**config.mk**
```make
export PLATFORM = sky130hd
export DESIGN_NAME = ultrasonic_echo_ranger_core
export DESIGN_NICKNAME = d
export VERILOG_FILES = /design/src/rtl/core/uer_pkg.sv /design/src/rtl/core/uer_cfg.sv /design/src/rtl/core/uer_ctrl.sv /design/src/rtl/core/ultrasonic_echo_ranger_core.sv
export VERILOG_INCLUDE_DIRS = /design/src /design/src/rtl/core
export SDC_FILE = /design/constraint.sdc
export NUM_CORES = 1
export LEC_CHECK = 0
export BUFFER_PORTS_ARGS = -buffer_cell sky130_fd_sc_hd__buf_2
export CAP_MARGIN = 20
export CORE_ASPECT_RATIO = 0.5
export CORE_MARGIN = 2
export CORE_UTILIZATION = 52
export DETAILED_ROUTE_END_ITERATION = 10
export PLACE_DENSITY = 0.7
export SLEW_MARGIN = 20
export SYNTH_ARGS = -nofsm -noshare
export SYNTH_HDL_FRONTEND = slang
export SYNTH_SLANG_ARGS = --single-unit
```
**constraint.sdc**
```tcl
create_clock -name clk_i -period 7.44 [get_ports clk_i]
set_input_delay 1.488 -clock clk_i [delete_from_list [all_inputs] [get_ports clk_i]]
set_output_delay 1.488 -clock clk_i [all_outputs]
set_load 0.05 [all_outputs]
```
**src/rtl/core/ultrasonic_echo_ranger_core_defines.svh**
```systemverilog
// Assertion helpers for the ranger core. Sampled on clk_i, off during reset.
`ifndef ULTRASONIC_ECHO_RANGER_CORE_DEFINES_SVH
`define ULTRASONIC_ECHO_RANGER_CORE_DEFINES_SVH

// Same-cycle implication.
`define UER_ASSERT_IMP(lbl, ante, cons, msg) \
  lbl: assert property (@(posedge clk_i) disable iff (!rst_ni) (ante) |-> (cons)) \
    else $error(msg);

// Next-cycle implication.
`define UER_ASSERT_NXT(lbl, ante, cons, msg) \
  lbl: assert property (@(posedge clk_i) disable iff (!rst_ni) (ante) |=> (cons)) \
    else $error(msg);

`endif

```
**src/rtl/core/uer_pkg.sv**
```systemverilog
package uer_pkg;

  localparam int CFG_W      = 20;
  localparam int TRIG_W     = 8;
  localparam int UPC_W      = 8;
  localparam int DIST_W     = 16;
  localparam int CFG_IDX_W  = 2;
  localparam int COUNT_BITS_DEF = 20;

  localparam logic [CFG_W-1:0]  HOLDOFF_RST = 20'd200000;
  localparam logic [TRIG_W-1:0] TRIGGER_RST = 8'd10;
  localparam logic [CFG_W-1:0]  TIMEOUT_RST = 20'd304000;
  localparam logic [UPC_W-1:0]  UPC_RST     = 8'd58;

  typedef enum logic [2:0] {
    PH_IDLE    = 3'd0,
    PH_HOLD    = 3'd1,
    PH_TRIG_HI = 3'd2,
    PH_TRIG_LO = 3'd3,
    PH_WAIT    = 3'd4,
    PH_MEAS    = 3'd5
  } phase_e;

  typedef enum logic [CFG_IDX_W-1:0] {
    CFG_HOLDOFF   = 2'd0,
    CFG_TRIGGER   = 2'd1,
    CFG_TIMEOUT   = 2'd2,
    CFG_US_PER_CM = 2'd3
  } cfg_idx_e;

  typedef struct packed {
    logic [CFG_W-1:0]  holdoff_us;
    logic [TRIG_W-1:0] trigger_us;
    logic [CFG_W-1:0]  timeout_us;
    logic [UPC_W-1:0]  us_per_cm;
  } cfg_t;

  typedef struct packed {
    logic              trigger;
    logic              busy;
    logic              done;
    logic              timed_out;
    logic [DIST_W-1:0] distance_cm;
  } res_t;

endpackage

```
**src/rtl/core/uer_cfg.sv**
```systemverilog
module uer_cfg (
  input  logic                          clk_i,
  input  logic                          rst_ni,
  input  logic                          wr_i,
  input  logic [uer_pkg::CFG_IDX_W-1:0] index_i,
  input  logic [uer_pkg::CFG_W-1:0]     data_i,
  output uer_pkg::cfg_t                 cfg_o
);
  import uer_pkg::*;

  cfg_t cfg_q, cfg_d;

  always_comb begin
    cfg_d = cfg_q;
    if (wr_i) begin
      case (cfg_idx_e'(index_i))
        CFG_HOLDOFF:   cfg_d.holdoff_us = data_i;
        CFG_TRIGGER:   cfg_d.trigger_us = data_i[TRIG_W-1:0];
        CFG_TIMEOUT:   cfg_d.timeout_us = data_i;
        CFG_US_PER_CM: cfg_d.us_per_cm  = data_i[UPC_W-1:0];
        default:       cfg_d = cfg_q;
      endcase
    end
  end

  always_ff @(posedge clk_i or negedge rst_ni) begin
    if (!rst_ni) begin
      cfg_q.holdoff_us <= HOLDOFF_RST;
      cfg_q.trigger_us <= TRIGGER_RST;
      cfg_q.timeout_us <= TIMEOUT_RST;
      cfg_q.us_per_cm  <= UPC_RST;
    end else begin
      cfg_q <= cfg_d;
    end
  end

  assign cfg_o = cfg_q;

endmodule

```
**src/rtl/core/uer_ctrl.sv**
```systemverilog
module uer_ctrl #(
  parameter int COUNT_BITS = uer_pkg::COUNT_BITS_DEF
) (
  input  logic          clk_i,
  input  logic          rst_ni,
  input  logic          step_i,
  input  logic          cmd_i,
  input  logic          echo_i,
  input  uer_pkg::cfg_t cfg_i,
  output uer_pkg::res_t res_o
);
  import uer_pkg::*;

  localparam int CMP_W = (COUNT_BITS > CFG_W) ? COUNT_BITS : CFG_W;
  localparam logic [COUNT_BITS-1:0] CNT_MAX = {COUNT_BITS{1'b1}};
  localparam logic [DIST_W-1:0]     CM_MAX  = {DIST_W{1'b1}};

  phase_e                phase_q, phase_d;
  logic [COUNT_BITS-1:0] us_count_q, us_count_d;
  logic [UPC_W-1:0]      sub_q, sub_d;
  logic [DIST_W-1:0]     cm_q, cm_d;
  logic [DIST_W-1:0]     last_q, last_d;
  logic                  done, tmo;

  logic [COUNT_BITS-1:0] cnt_base, cnt_inc;
  logic [UPC_W-1:0]      sub_base, sub_inc, sub_next;
  logic [DIST_W-1:0]     cm_base, cm_next;
  logic [CMP_W-1:0]      limit;
  logic                  reach;

  always_comb begin
    cnt_base = (phase_q == PH_WAIT) ? '0 : us_count_q;
    sub_base = (phase_q == PH_WAIT) ? '0 : sub_q;
    cm_base  = (phase_q == PH_WAIT) ? '0 : cm_q;
    cnt_inc  = (cnt_base == CNT_MAX) ? cnt_base : cnt_base + 1'b1;
    sub_inc  = sub_base + 1'b1;
    if (sub_inc >= cfg_i.us_per_cm) begin
      sub_next = '0;
      cm_next  = (cm_base == CM_MAX) ? cm_base : cm_base + 1'b1;
    end else begin
      sub_next = sub_inc;
      cm_next  = cm_base;
    end
    case (phase_q)
      PH_HOLD:               limit = CMP_W'(cfg_i.holdoff_us);
      PH_TRIG_HI, PH_TRIG_LO: limit = CMP_W'(cfg_i.trigger_us);
      default:               limit = CMP_W'(cfg_i.timeout_us);
    endcase
    reach = (CMP_W'(cnt_inc) >= limit) || (cnt_inc == CNT_MAX);
  end

  always_comb begin
    phase_d    = phase_q;
    us_count_d = us_count_q;
    sub_d      = sub_q;
    cm_d       = cm_q;
    last_d     = last_q;
    done       = 1'b0;
    tmo        = 1'b0;
    case (phase_q)
      PH_HOLD: begin
        us_count_d = reach ? '0 : cnt_inc;
        if (reach) phase_d = PH_TRIG_HI;
      end
      PH_TRIG_HI: begin
        us_count_d = reach ? '0 : cnt_inc;
        if (reach) phase_d = PH_TRIG_LO;
      end
      PH_TRIG_LO: begin
        us_count_d = reach ? '0 : cnt_inc;
        if (reach) phase_d = PH_WAIT;
      end
      PH_WAIT: begin
        if (echo_i) begin
          phase_d    = PH_MEAS;
          us_count_d = cnt_inc;
          sub_d      = sub_next;
          cm_d       = cm_next;
          tmo        = reach;
        end
      end
      PH_MEAS: begin
        if (!echo_i) begin
          last_d  = cm_q;
          done    = 1'b1;
          phase_d = PH_IDLE;
        end else begin
          us_count_d = cnt_inc;
          sub_d      = sub_next;
          cm_d       = cm_next;
          tmo        = reach;
        end
      end
      default: begin
        phase_d = PH_IDLE;
        if (cmd_i) begin
          phase_d    = PH_HOLD;
          us_count_d = '0;
        end
      end
    endcase
    if (tmo) begin
      last_d  = '0;
      done    = 1'b1;
      phase_d = PH_IDLE;
    end
  end

  always_comb begin
    res_o.trigger     = (phase_d == PH_TRIG_HI);
    res_o.busy        = (phase_d != PH_IDLE);
    res_o.done        = done;
    res_o.timed_out   = tmo;
    res_o.distance_cm = last_d;
  end

  always_ff @(posedge clk_i or negedge rst_ni) begin
    if (!rst_ni) begin
      phase_q    <= PH_IDLE;
      us_count_q <= '0;
      sub_q      <= '0;
      cm_q       <= '0;
      last_q     <= '0;
    end else if (step_i) begin
      phase_q    <= phase_d;
      us_count_q <= us_count_d;
      sub_q      <= sub_d;
      cm_q       <= cm_d;
      last_q     <= last_d;
    end
  end

endmodule

```
**src/rtl/core/ultrasonic_echo_ranger_core.sv**
```systemverilog
// Ultrasonic echo ranger. One input item per microsecond tick: cmd_i starts a
// measurement when idle, echo_i is the sampled echo level. Each input item
// yields exactly one result item: trigger level, busy, a done pulse, the
// timeout flag and the held distance in centimetres.
// Configuration must be written over cfg_valid_i/cfg_index_i/cfg_data_i only
// while the block is idle; the block itself does not enforce this.
// cfg_ready_o is always high. Index 0 holdoff, 1 trigger width, 2 echo
// timeout, 3 microseconds per centimetre.
// An accepted input item is loaded into the input register; after one pass
// of the sequencer logic its result is loaded into the output register.
// Throughput: one item per cycle while the receiver does not stall.
// When the receiver stalls, the result holds in the output register and one
// more item is taken into the input register; in_ready_o then drops until
// the result is taken.
// Reset clears the sequencer to idle, all counters and the held distance to
// zero, and loads the configuration defaults; no item is pending after reset.
module ultrasonic_echo_ranger_core #(
  parameter int COUNT_BITS = uer_pkg::COUNT_BITS_DEF
) (
  input  logic                          clk_i,
  input  logic                          rst_ni,
  input  logic                          in_valid_i,
  output logic                          in_ready_o,
  input  logic                          cmd_i,
  input  logic                          echo_i,
  output logic                          out_valid_o,
  input  logic                          out_ready_i,
  output logic                          trigger_o,
  output logic                          busy_res_o,
  output logic                          done_res_o,
  output logic                          timed_out_o,
  output logic [uer_pkg::DIST_W-1:0]    distance_cm_o,
  input  logic                          cfg_valid_i,
  output logic                          cfg_ready_o,
  input  logic [uer_pkg::CFG_IDX_W-1:0] cfg_index_i,
  input  logic [uer_pkg::CFG_W-1:0]     cfg_data_i
);
  import uer_pkg::*;

  cfg_t cfg;
  res_t res, res_q;
  logic in_valid_q, out_valid_q;
  logic cmd_q, echo_q;
  logic step;

  assign cfg_ready_o = 1'b1;
  assign step        = in_valid_q && (!out_valid_q || out_ready_i);
  assign in_ready_o  = !in_valid_q || step;

  uer_cfg u_cfg (
    .clk_i   (clk_i),
    .rst_ni  (rst_ni),
    .wr_i    (cfg_valid_i),
    .index_i (cfg_index_i),
    .data_i  (cfg_data_i),
    .cfg_o   (cfg)
  );

  uer_ctrl #(
    .COUNT_BITS (COUNT_BITS)
  ) u_ctrl (
    .clk_i  (clk_i),
    .rst_ni (rst_ni),
    .step_i (step),
    .cmd_i  (cmd_q),
    .echo_i (echo_q),
    .cfg_i  (cfg),
    .res_o  (res)
  );

  always_ff @(posedge clk_i or negedge rst_ni) begin
    if (!rst_ni) begin
      in_valid_q  <= 1'b0;
      out_valid_q <= 1'b0;
    end else begin
      if (in_ready_o) in_valid_q <= in_valid_i;
      if (step) begin
        out_valid_q <= 1'b1;
      end else if (out_ready_i) begin
        out_valid_q <= 1'b0;
      end
    end
  end

  always_ff @(posedge clk_i) begin
    if (in_valid_i && in_ready_o) begin
      cmd_q  <= cmd_i;
      echo_q <= echo_i;
    end
    if (step) res_q <= res;
  end

  assign out_valid_o   = out_valid_q;
  assign trigger_o     = res_q.trigger;
  assign busy_res_o    = res_q.busy;
  assign done_res_o    = res_q.done;
  assign timed_out_o   = res_q.timed_out;
  assign distance_cm_o = res_q.distance_cm;

`include "ultrasonic_echo_ranger_core_defines.svh"

  `UER_ASSERT_IMP(a_stall_only, !in_ready_o, out_valid_o && !out_ready_i, "ready low without stall")
  `UER_ASSERT_IMP(a_tmo_zero, out_valid_o && timed_out_o, done_res_o && (distance_cm_o == '0), "timeout result malformed")
  `UER_ASSERT_IMP(a_done_idle, out_valid_o && done_res_o, !busy_res_o && !trigger_o, "done while busy")
  `UER_ASSERT_NXT(a_step_out, step, out_valid_o, "result lost after step")

endmodule

```
==> results of run 1 <==
[metal layers]
metal	GRT usage (%)	up-vias	part of all wire (%)
met5	0	-	0
met4	6.116	0	1.1
met3	5.560	24	6.4
met2	36.67	230	43
met1	37.86	3211	49
li1	-	3101	-
[logic make-up (layout without fill, tap and decap cells)]
group | after synthesis | after routing
AOI/OAI and AO/OA | 213 | 213
and+or+nand+nor | 271 | 271
adders and majority gates | 31 | 31
other | 1 | 1
DFF | 143 | 143
muxes | 61 | 61
xor gates and xnor gates | 26 | 26
buffers and inverters | 82 | 128
[cells in the mapped netlist, types with 17 or more instances]
library cell               number  area [µm²]
sky130_fd_sc_hd__a21oi_1       42       210.2
sky130_fd_sc_hd__o21ai_0       44       220.2
sky130_fd_sc_hd__dfstp_2       18       473.0
sky130_fd_sc_hd__nand3_1       21       105.1
sky130_fd_sc_hd__xnor2_1       17       148.9
sky130_fd_sc_hd__ha_1          31       387.9
sky130_fd_sc_hd__clkbuf_1      37       138.9
sky130_fd_sc_hd__inv_1         32       120.1
sky130_fd_sc_hd__nor2_1        63       236.5
sky130_fd_sc_hd__edfxtp_1      22       660.6
sky130_fd_sc_hd__a22oi_1       56       420.4
sky130_fd_sc_hd__dfrtp_1      103        2577
sky130_fd_sc_hd__mux2_2        56       630.6
sky130_fd_sc_hd__nand2_1       98       367.9
[layout by cell type, fill, tap and decap left out, types with 4 or more instances in the layout]
cell type / count
sky130_fd_sc_hd__nor4_1: 5
sky130_fd_sc_hd__o31ai_1: 6
sky130_fd_sc_hd__o211ai_1: 7
sky130_fd_sc_hd__o21ai_1: 4
sky130_fd_sc_hd__mux2_2: 56
sky130_fd_sc_hd__nand2_1: 98
sky130_fd_sc_hd__nand2b_1: 10
sky130_fd_sc_hd__a211oi_1: 6
sky130_fd_sc_hd__and4_1: 5
sky130_fd_sc_hd__a22oi_1: 56
sky130_fd_sc_hd__buf_2: 49
sky130_fd_sc_hd__a221oi_1: 7
sky130_fd_sc_hd__buf_4: 13
sky130_fd_sc_hd__xor2_1: 9
sky130_fd_sc_hd__or4_1: 6
sky130_fd_sc_hd__xnor2_1: 17
sky130_fd_sc_hd__nand3_1: 21
sky130_fd_sc_hd__and2_1: 10
sky130_fd_sc_hd__dfstp_2: 18
sky130_fd_sc_hd__clkbuf_16: 18
sky130_fd_sc_hd__ha_1: 31
sky130_fd_sc_hd__clkinv_4: 4
sky130_fd_sc_hd__a31oi_1: 6
sky130_fd_sc_hd__a21oi_1: 42
sky130_fd_sc_hd__a21o_1: 11
sky130_fd_sc_hd__mux2i_1: 5
sky130_fd_sc_hd__nand4_1: 14
sky130_fd_sc_hd__o21ai_0: 44
sky130_fd_sc_hd__and3_1: 9
sky130_fd_sc_hd__inv_1: 31
sky130_fd_sc_hd__nor2_1: 61
sky130_fd_sc_hd__nor3_1: 13
sky130_fd_sc_hd__dfrtp_1: 103
sky130_fd_sc_hd__edfxtp_1: 22
[registers in the layout, summed over array words and instances (netlist names), 3 cells and up]
signal	cells
distance_cm_o	16
u_cfg.cfg_o	56
u_ctrl.cm_q	16
u_ctrl.last_q	16
u_ctrl.phase_q	3
u_ctrl.sub_q	8
u_ctrl.us_count_q	20
[area by class of cell]
cell class	instances	area, µm²
multi-input cells	603	4050
well taps	204	255.2
inverters	33	123.9
fillers	1304	6196
repair buffers	63	357.8
flip-flops and latches	143	3711
clock buffers	21	471.7
clock inverters	11	128.9
[through the flow]
step,total power (W),setup slack (ns),utilization (%)
6_report,0.002246,1.221,59.49
5_1_grt,0.002355,0.6459,59.49
3_3_place_gp,0.001372,1.533,55.45
2_1_floorplan,0.001260,2.297,-
3_5_place_dp,0.001388,1.328,55.45
4_1_cts,0.002258,1.286,59.38
[worst max-delay path, cell delays in order (launching register included)]
cell                        delay [ns]
sky130_fd_sc_hd__dfrtp_1          0.97
sky130_fd_sc_hd__or3b_1           0.55
sky130_fd_sc_hd__nand2_1          0.17
sky130_fd_sc_hd__inv_1            0.08
sky130_fd_sc_hd__ha_1             0.23
sky130_fd_sc_hd__and3_1           0.23
sky130_fd_sc_hd__nand4_1          0.39
sky130_fd_sc_hd__nor3_1           0.37
sky130_fd_sc_hd__nor2_1           0.07
sky130_fd_sc_hd__nor3_1           0.47
sky130_fd_sc_hd__ha_1             0.35
sky130_fd_sc_hd__a21oi_1          0.14
sky130_fd_sc_hd__nor2b_1          0.06
sky130_fd_sc_hd__a2111o_1         0.37
sky130_fd_sc_hd__a31oi_1          0.15
sky130_fd_sc_hd__o21ai_0          0.10
sky130_fd_sc_hd__and4_1           0.23
sky130_fd_sc_hd__nor3_1           0.20
sky130_fd_sc_hd__buf_4            0.23
sky130_fd_sc_hd__a21oi_4          0.22
sky130_fd_sc_hd__a2111oi_0        0.38
[path summary, 6_finish.rpt]
| kind | start | end | slack (ns) | cells past startpoint |
|---|---|---|---|---|
| setup / recovery | u_ctrl.phase_q[1] | busy_res_o | 1.22 | 20 |
| hold / removal | u_ctrl.sub_q[7] | u_ctrl.sub_q[7] | 0.50 | 2 |
| setup reg to reg | u_ctrl.phase_q[1] | busy_res_o | 1.22 | 20 |
| hold reg to reg | u_ctrl.sub_q[7] | u_ctrl.sub_q[7] | 0.50 | 2 |
| max in group asynchronous | rst_ni | u_ctrl.last_q[8] | 4.99 | 2 |
| min in group asynchronous | rst_ni | u_cfg.cfg_o[55] | 1.06 | 1 |
[power by group]
part | switching [W] | total [W] | internal [W] | leakage (nW)
sequential | 0.0000695 | 0.000958 | 0.000889 | 1.59
clock | 0.000342 | 0.000867 | 0.000525 | 0.294
combinational | 0.000242 | 0.000420 | 0.000178 | 1.79
total | 0.000654 | 0.00225 | 0.00159 | 3.67
==> reports/metrics.json, run 1 <==
{
  "status": "finished, final reports clean",
  "grt_pass1_vias": 6168,
  "tritoncts": "yes",
  "via_count": 6566,
  "grt_antenna_before_repair": 0,
  "layout_min_cycle_time_ns": 6.219,
  "layout-area-overhead-vs-synth_pct": 12.60,
  "start_util_pct": 52.83,
  "final.setup_skew_ns": 0.01191,
  "post_synthesis_mux_area_share_pct": 8.424,
  "grt_first_pass_wirelength_um": 32810,
  "worst-slew-pin-transition_ns": 1.000,
  "seq_total_area_yosys_pct": 45.93,
  "maxCapViolCount": 0,
  "worst-path-max-fanout": 35,
  "holdWs_ns": 0.5003,
  "totalWireLength_um": 19800,
  "postSynthRegisterBits": 143,
  "power.static_leakage_nw": 3.674,
  "tritoncts.num_buffers": 17,
  "port_buffers": 50,
  "cts_resizes": 0,
  "timing_hold_violations_final": 0,
  "synth_enable_flop_cells": 22,
  "vias_per_cell": 6.091,
  "cts_root_buffer": "sky130_fd_sc_hd__clkbuf_16",
  "rows": 32,
  "antenna_cells": 0,
  "timing.critical_path.arrival_ns": 6.42,
  "place_inst": 1045,
  "final_cycle_utilization_of_the_critical_path_pct": 83.58,
  "cts_hold_repair.buffers": 0,
  "rsz0062_at_grt": "no",
  "synth_fp_nets": 888,
  "nNetsFinal": 921,
  "grt_use_total_pct": 25.13,
  "drt-pass1-iter-count": 5,
  "tns_ns": 0,
  "timing.hold.worst.class": "reg -> reg",
  "post_cts_buffers": 0,
  "drt_iter0_drc": 438,
  "detail_route.drc_violations": 0,
  "largest_net_degree_at_the_start_of_global_routing": 75,
  "setup_violations": 0,
  "clock-sinks": 143,
  "post_synth_instance_area_mm2": 0.008080,
  "gr-total-overflow": 0,
  "drv_slew": 0,
  "synth_fa_ha_area_share_pct": 4.800,
  "drive_gt1_share_pct": 20.37,
  "instances_no_fill": 1078,
  "die_w_um": 180.3,
  "synthXorXnorAreaFrac_pct": 2.818,
  "final_cell_area_mm2": 0.009099,
  "antenna_left": 0,
  "peak_vdd_ir_mv": 0.1805,
  "synthesis.area_per_instance_um2": 9.759,
  "worst_slew_margin_rel_pct": 32.92,
  "wl_per_cell_um": 18.36,
  "endpoint_kind": "flop",
  "gp_routability_congestion": 0.8754,
  "post_dp_cell_area_mm2": 0.008481,
  "syn-instance-count": 828,
  "detailed_placement_hpwl_um": 13540,
  "post_synth_num_cell_types": 65,
  "htree_levels": 4,
  "critical_path_start_type": "flop",
  "ioPinCount": 52,
  "clockBufferDepth": 2,
  "synth_top_family_by_area": "compound AO/OA/AOI/OAI gates",
  "setup.worst_path.class": "reg -> reg",
  "worstSkewPairLatency_ns": 0.43,
  "ys.flop_type": "sky130_fd_sc_hd__dfrtp_1",
  "synth_warnings": 0,
  "chipHeight_um": 92.15,
  "share_of_the_synthesized_area_in_compound_gates_ao_oa_aoi_oai_pct": 17.64,
  "asyncSetResetFlopFracSynth_pct": 84.62,
  "yosys.area_share.simple_pct": 16.27,
  "fmax_mhz": 160.8,
  "worstPathRequired_ns": 7.64,
  "power_per_cell_area_mw_per_mm2": 246.8,
  "clkSlewWorstSetupHoldPaths_ns": 0.07,
  "fp.dieArea_mm2": 0.01661,
  "core-area_mm2": 0.01529
}
(Power assumes the default switching activity.)
==> run 2: changes to the inputs <==
Clock period 7.44 ns to 6.25 ns, I/O delays scaled along.
==> run 2 against run 1 <==
  * Register-to-register slack got worse by 0.43 ns
  * Clock skew rose by 0.00078 ns
  * Power rose by 18%
  * Combinational power rose by 21%
  * Count of clock-buffer cells in the layout fell by 4
  * Global-route usage rose by 0.32 points
  * Core utilization fell by 0.16 points
  * Sequential power rose by 19%
  * Design area fell by 0.28%
  * Critical endpoint unchanged
  * Largest cell class unchanged
==> reports/metrics.json, run 2 (synthesized netlist as in run 1, its figures left out) <==
{
  "fp.dieArea": {"value": 0.01661, "unit": "mm²", "change": "unchanged"},
  "post_dp_cell_area": {"value": 0.008493, "unit": "mm²", "change": "was 0.008481 mm²"},
  "internal-power": {"value": 0.001831, "unit": "W", "change": "was 0.001592 W"},
  "detailed_placement_hpwl": {"value": 13590, "unit": "µm", "change": "was 13540 µm"},
  "tritoncts": {"value": "yes", "change": "unchanged"},
  "critical_path_start_type": {"value": "flop", "change": "unchanged"},
  "start_util": {"value": 52.83, "unit": "%", "change": "unchanged"},
  "clockBufferDepth": {"value": 2, "change": "unchanged"},
  "endpoint_kind": {"value": "flop", "change": "unchanged"},
  "most-common-layout-cells": {"value": "sky130_fd_sc_hd__dfrtp_1, sky130_fd_sc_hd__nand2_1, sky130_fd_sc_hd__nor2_1, sky130_fd_sc_hd__a22oi_1, sky130_fd_sc_hd__mux2_2", "change": "unchanged"},
  "cts_hold_repair.buffers": {"value": 0, "change": "unchanged"},
  "worstPathRequired": {"value": 6.46, "unit": "ns", "change": "was 7.64 ns"},
  "drv_slew": {"value": 0, "change": "unchanged"},
  "post_cts_buffers": {"value": 0, "change": "unchanged"},
  "cts_root_buffer": {"value": "sky130_fd_sc_hd__clkbuf_16", "change": "unchanged"},
  "port_buffers": {"value": 50, "change": "unchanged"},
  "highest_layer": {"value": "met4", "change": "unchanged"},
  "antenna_left": {"value": 0, "change": "unchanged"},
  "grt_antenna_before_repair": {"value": 0, "change": "unchanged"},
  "rsz0062_at_grt": {"value": "no", "change": "unchanged"},
  "seqCellArea": {"value": 0.003711, "unit": "mm²", "change": "unchanged"},
  "largest_net_degree_at_the_start_of_global_routing": {"value": 63, "change": "was 75"},
  "clkSlewWorstSetupHoldPaths": {"value": 0.06, "unit": "ns", "change": "was 0.07 ns"},
  "maxCapViolCount": {"value": 0, "change": "unchanged"},
  "cts_resizes": {"value": 0, "change": "unchanged"},
  "worst-slew-pin-transition": {"value": 1.098, "unit": "ns", "change": "was 1.000 ns"},
  "drt_iter0_drc": {"value": 560, "change": "was 438"},
  "worstSkewPairLatency": {"value": 0.43, "unit": "ns", "change": "about the same"},
  "fmax": {"value": 183.2, "unit": "MHz", "change": "was 160.8 MHz"},
  "via_count": {"value": 6577, "change": "was 6566"},
  "worst_slew_margin_rel": {"value": 26.60, "unit": "%", "change": "was 32.92%"},
  "layout_min_cycle_time": {"value": 5.459, "unit": "ns", "change": "was 6.219 ns"},
  "rows": {"value": 32, "change": "unchanged"},
  "largest_register_ff_count": {"value": 56, "change": "unchanged"},
  "power.total": {"value": 0.002660, "unit": "W", "change": "was 0.002246 W"},
  "grt_use_total": {"value": 25.45, "unit": "%", "change": "was 25.13%"},
  "mostFrequentLayoutCell": {"value": "sky130_fd_sc_hd__dfrtp_1", "change": "unchanged"},
  "nFillCells": {"value": 1309, "change": "was 1304"},
  "htree_levels": {"value": 4, "change": "unchanged"},
  "die_w": {"value": 180.3, "unit": "µm", "change": "unchanged"},
  "grt_first_pass_wirelength": {"value": 33540, "unit": "µm", "change": "was 32810 µm"},
  "psw": {"value": 0.0008290, "unit": "W", "change": "was 0.0006536 W"},
  "dp_slack": {"value": 0.9806, "unit": "ns", "change": "was 1.328 ns"},
  "final_cell_area": {"value": 0.009074, "unit": "mm²", "change": "was 0.009099 mm²"},
  "worst-path-max-fanout": {"value": 35, "change": "unchanged"},
  "ioPinCount": {"value": 52, "change": "unchanged"},
  "setup.worst_path.class": {"value": "reg -> reg", "change": "unchanged"},
  "power.share.combinational": {"value": 19.1, "unit": "%", "change": "was 18.7%"},
  "timing_hold_violations_final": {"value": 0, "change": "unchanged"},
  "place_inst": {"value": 1046, "change": "was 1045"},
  "totalWireLength": {"value": 20380, "unit": "µm", "change": "was 19800 µm"},
  "m1WireLength": {"value": 9884, "unit": "µm", "change": "was 9735 µm"},
  "detail_route.drc_violations": {"value": 0, "change": "unchanged"},
  "power.static_leakage": {"value": 3.652, "unit": "nW", "change": "was 3.674 nW"},
  "clock-sinks": {"value": 143, "change": "unchanged"},
  "met2_wire_length": {"value": 9254, "unit": "µm", "change": "was 8563 µm"},
  "tns": {"value": 0, "unit": "ns", "change": "unchanged"},
  "setup_violations": {"value": 0, "change": "unchanged"},
  "multi_input_area": {"value": 0.004055, "unit": "mm²", "change": "was 0.004050 mm²"},
  "drt-pass1-iter-count": {"value": 5, "change": "unchanged"},
  "instances_no_fill": {"value": 1078, "change": "unchanged"},
  "grt_pass1_vias": {"value": 6369, "change": "was 6168"},
  "drive_gt1_share": {"value": 20.59, "unit": "%", "change": "was 20.37%"},
  "timing.hold.worst.class": {"value": "reg -> reg", "change": "unchanged"},
  "status": {"value": "finished, final reports clean", "change": "unchanged"},
  "tritoncts.num_buffers": {"value": 17, "change": "unchanged"},
  "seq_power_share": {"value": 42.7, "unit": "%", "change": "about the same"},
  "antenna_cells": {"value": 0, "change": "unchanged"},
  "core-area": {"value": 0.01529, "unit": "mm²", "change": "unchanged"},
  "peak_vdd_ir": {"value": 0.2251, "unit": "mV", "change": "was 0.1805 mV"},
  "gp_routability_congestion": {"value": 0.9071, "change": "was 0.8754"},
  "pwr-share-clk": {"value": 38.1, "unit": "%", "change": "was 38.6%"},
  "timing.critical_path.arrival": {"value": 5.67, "unit": "ns", "change": "was 6.42 ns"},
  "layout-area-overhead-vs-synth": {"value": 12.29, "unit": "%", "change": "was 12.60%"},
  "nNetsFinal": {"value": 921, "change": "unchanged"},
  "worst_slack": {"value": 0.7910, "unit": "ns", "change": "was 1.221 ns"},
  "vias_per_cell": {"value": 6.101, "change": "was 6.091"},
  "power_per_cell_area": {"value": 293.2, "unit": "mW/mm²", "change": "was 246.8 mW/mm²"},
  "final.setup_skew": {"value": 0.01268, "unit": "ns", "change": "was 0.01191 ns"},
  "chipHeight": {"value": 92.15, "unit": "µm", "change": "unchanged"},
  "met3_wl": {"value": 1163, "unit": "µm", "change": "was 1270 µm"},
  "final_cycle_utilization_of_the_critical_path": {"value": 87.34, "unit": "%", "change": "was 83.58%"},
  "gr-total-overflow": {"value": 0, "change": "unchanged"},
  "power.switching_fraction": {"value": 31.16, "unit": "%", "change": "was 29.11%"},
  "wl_per_cell": {"value": 18.90, "unit": "µm", "change": "was 18.36 µm"}
}
[run 2: final cells by class]
cell class	count	share of cell area, %
multi-input combinational	603	44.69
sequential	143	40.90
clock buffer	17	4.688
timing repair buffer	63	3.861
tap	204	2.813
clock inverter	15	1.682
inverter	33	1.365
[run 2: critical path: stages (launching register included)]
cell and delay, ns:
sky130_fd_sc_hd__dfrtp_1 0.46, sky130_fd_sc_hd__or3b_1 0.20, sky130_fd_sc_hd__nand2_1 0.07, sky130_fd_sc_hd__inv_1 0.10, sky130_fd_sc_hd__ha_1 0.27, sky130_fd_sc_hd__and3_1 0.25
sky130_fd_sc_hd__nand4_1 0.45, sky130_fd_sc_hd__nor3_1 0.45, sky130_fd_sc_hd__nor2_1 0.08, sky130_fd_sc_hd__nor3_1 0.40, sky130_fd_sc_hd__ha_1 0.33, sky130_fd_sc_hd__a21oi_1 0.16
sky130_fd_sc_hd__nor2b_1 0.07, sky130_fd_sc_hd__a2111o_1 0.39, sky130_fd_sc_hd__a31oi_1 0.19, sky130_fd_sc_hd__o21ai_0 0.11, sky130_fd_sc_hd__and4_1 0.23, sky130_fd_sc_hd__nor3_1 0.22
sky130_fd_sc_hd__buf_4 0.24, sky130_fd_sc_hd__a21oi_4 0.22, sky130_fd_sc_hd__a2111oi_0 0.36
[run 2: path summary, 6_finish.rpt]
path / cells past startpoint / endpoint / slack [ns] / start
setup / recovery: 20 / busy_res_o / 0.79 / u_ctrl.phase_q[0]
hold / removal: 2 / u_ctrl.sub_q[7] / 0.51 / u_ctrl.sub_q[7]
setup reg to reg: 20 / busy_res_o / 0.79 / u_ctrl.phase_q[0]
hold reg to reg: 2 / u_ctrl.sub_q[7] / 0.51 / u_ctrl.sub_q[7]
max in group asynchronous: 2 / u_ctrl.last_q[13] / 4.07 / rst_ni
min in group asynchronous: 1 / u_cfg.cfg_o[55] / 0.90 / rst_ni
[run 2: metrics by stage]
step	utilization (%)	hold slack, ns
after detailed placement	55.53	0.4943
after CTS	59.31	0.5067
final	59.33	0.5081
after global routing	59.33	0.5231
after global placement	55.53	0.4710
after floorplan	-	0.4572
[run 2: routing by layer]
layer	vias up	track usage (%)
met3	6	4.766
met4	0	5.712
met2	206	39.69
li1	3103	-
met5	-	0
met1	3262	37.01
[run 2: power by group through the flow]
stage	logic (W)	clock network [W]	registers, W
2_1_floorplan	0.000372	0	0.00113
3_3_place_gp	0.000487	0	0.00115
3_5_place_dp	0.000499	0	0.00115
4_1_cts	0.000508	0.00103	0.00114
5_1_grt	0.000576	0.00107	0.00115
6_report	0.000509	0.00101	0.00114
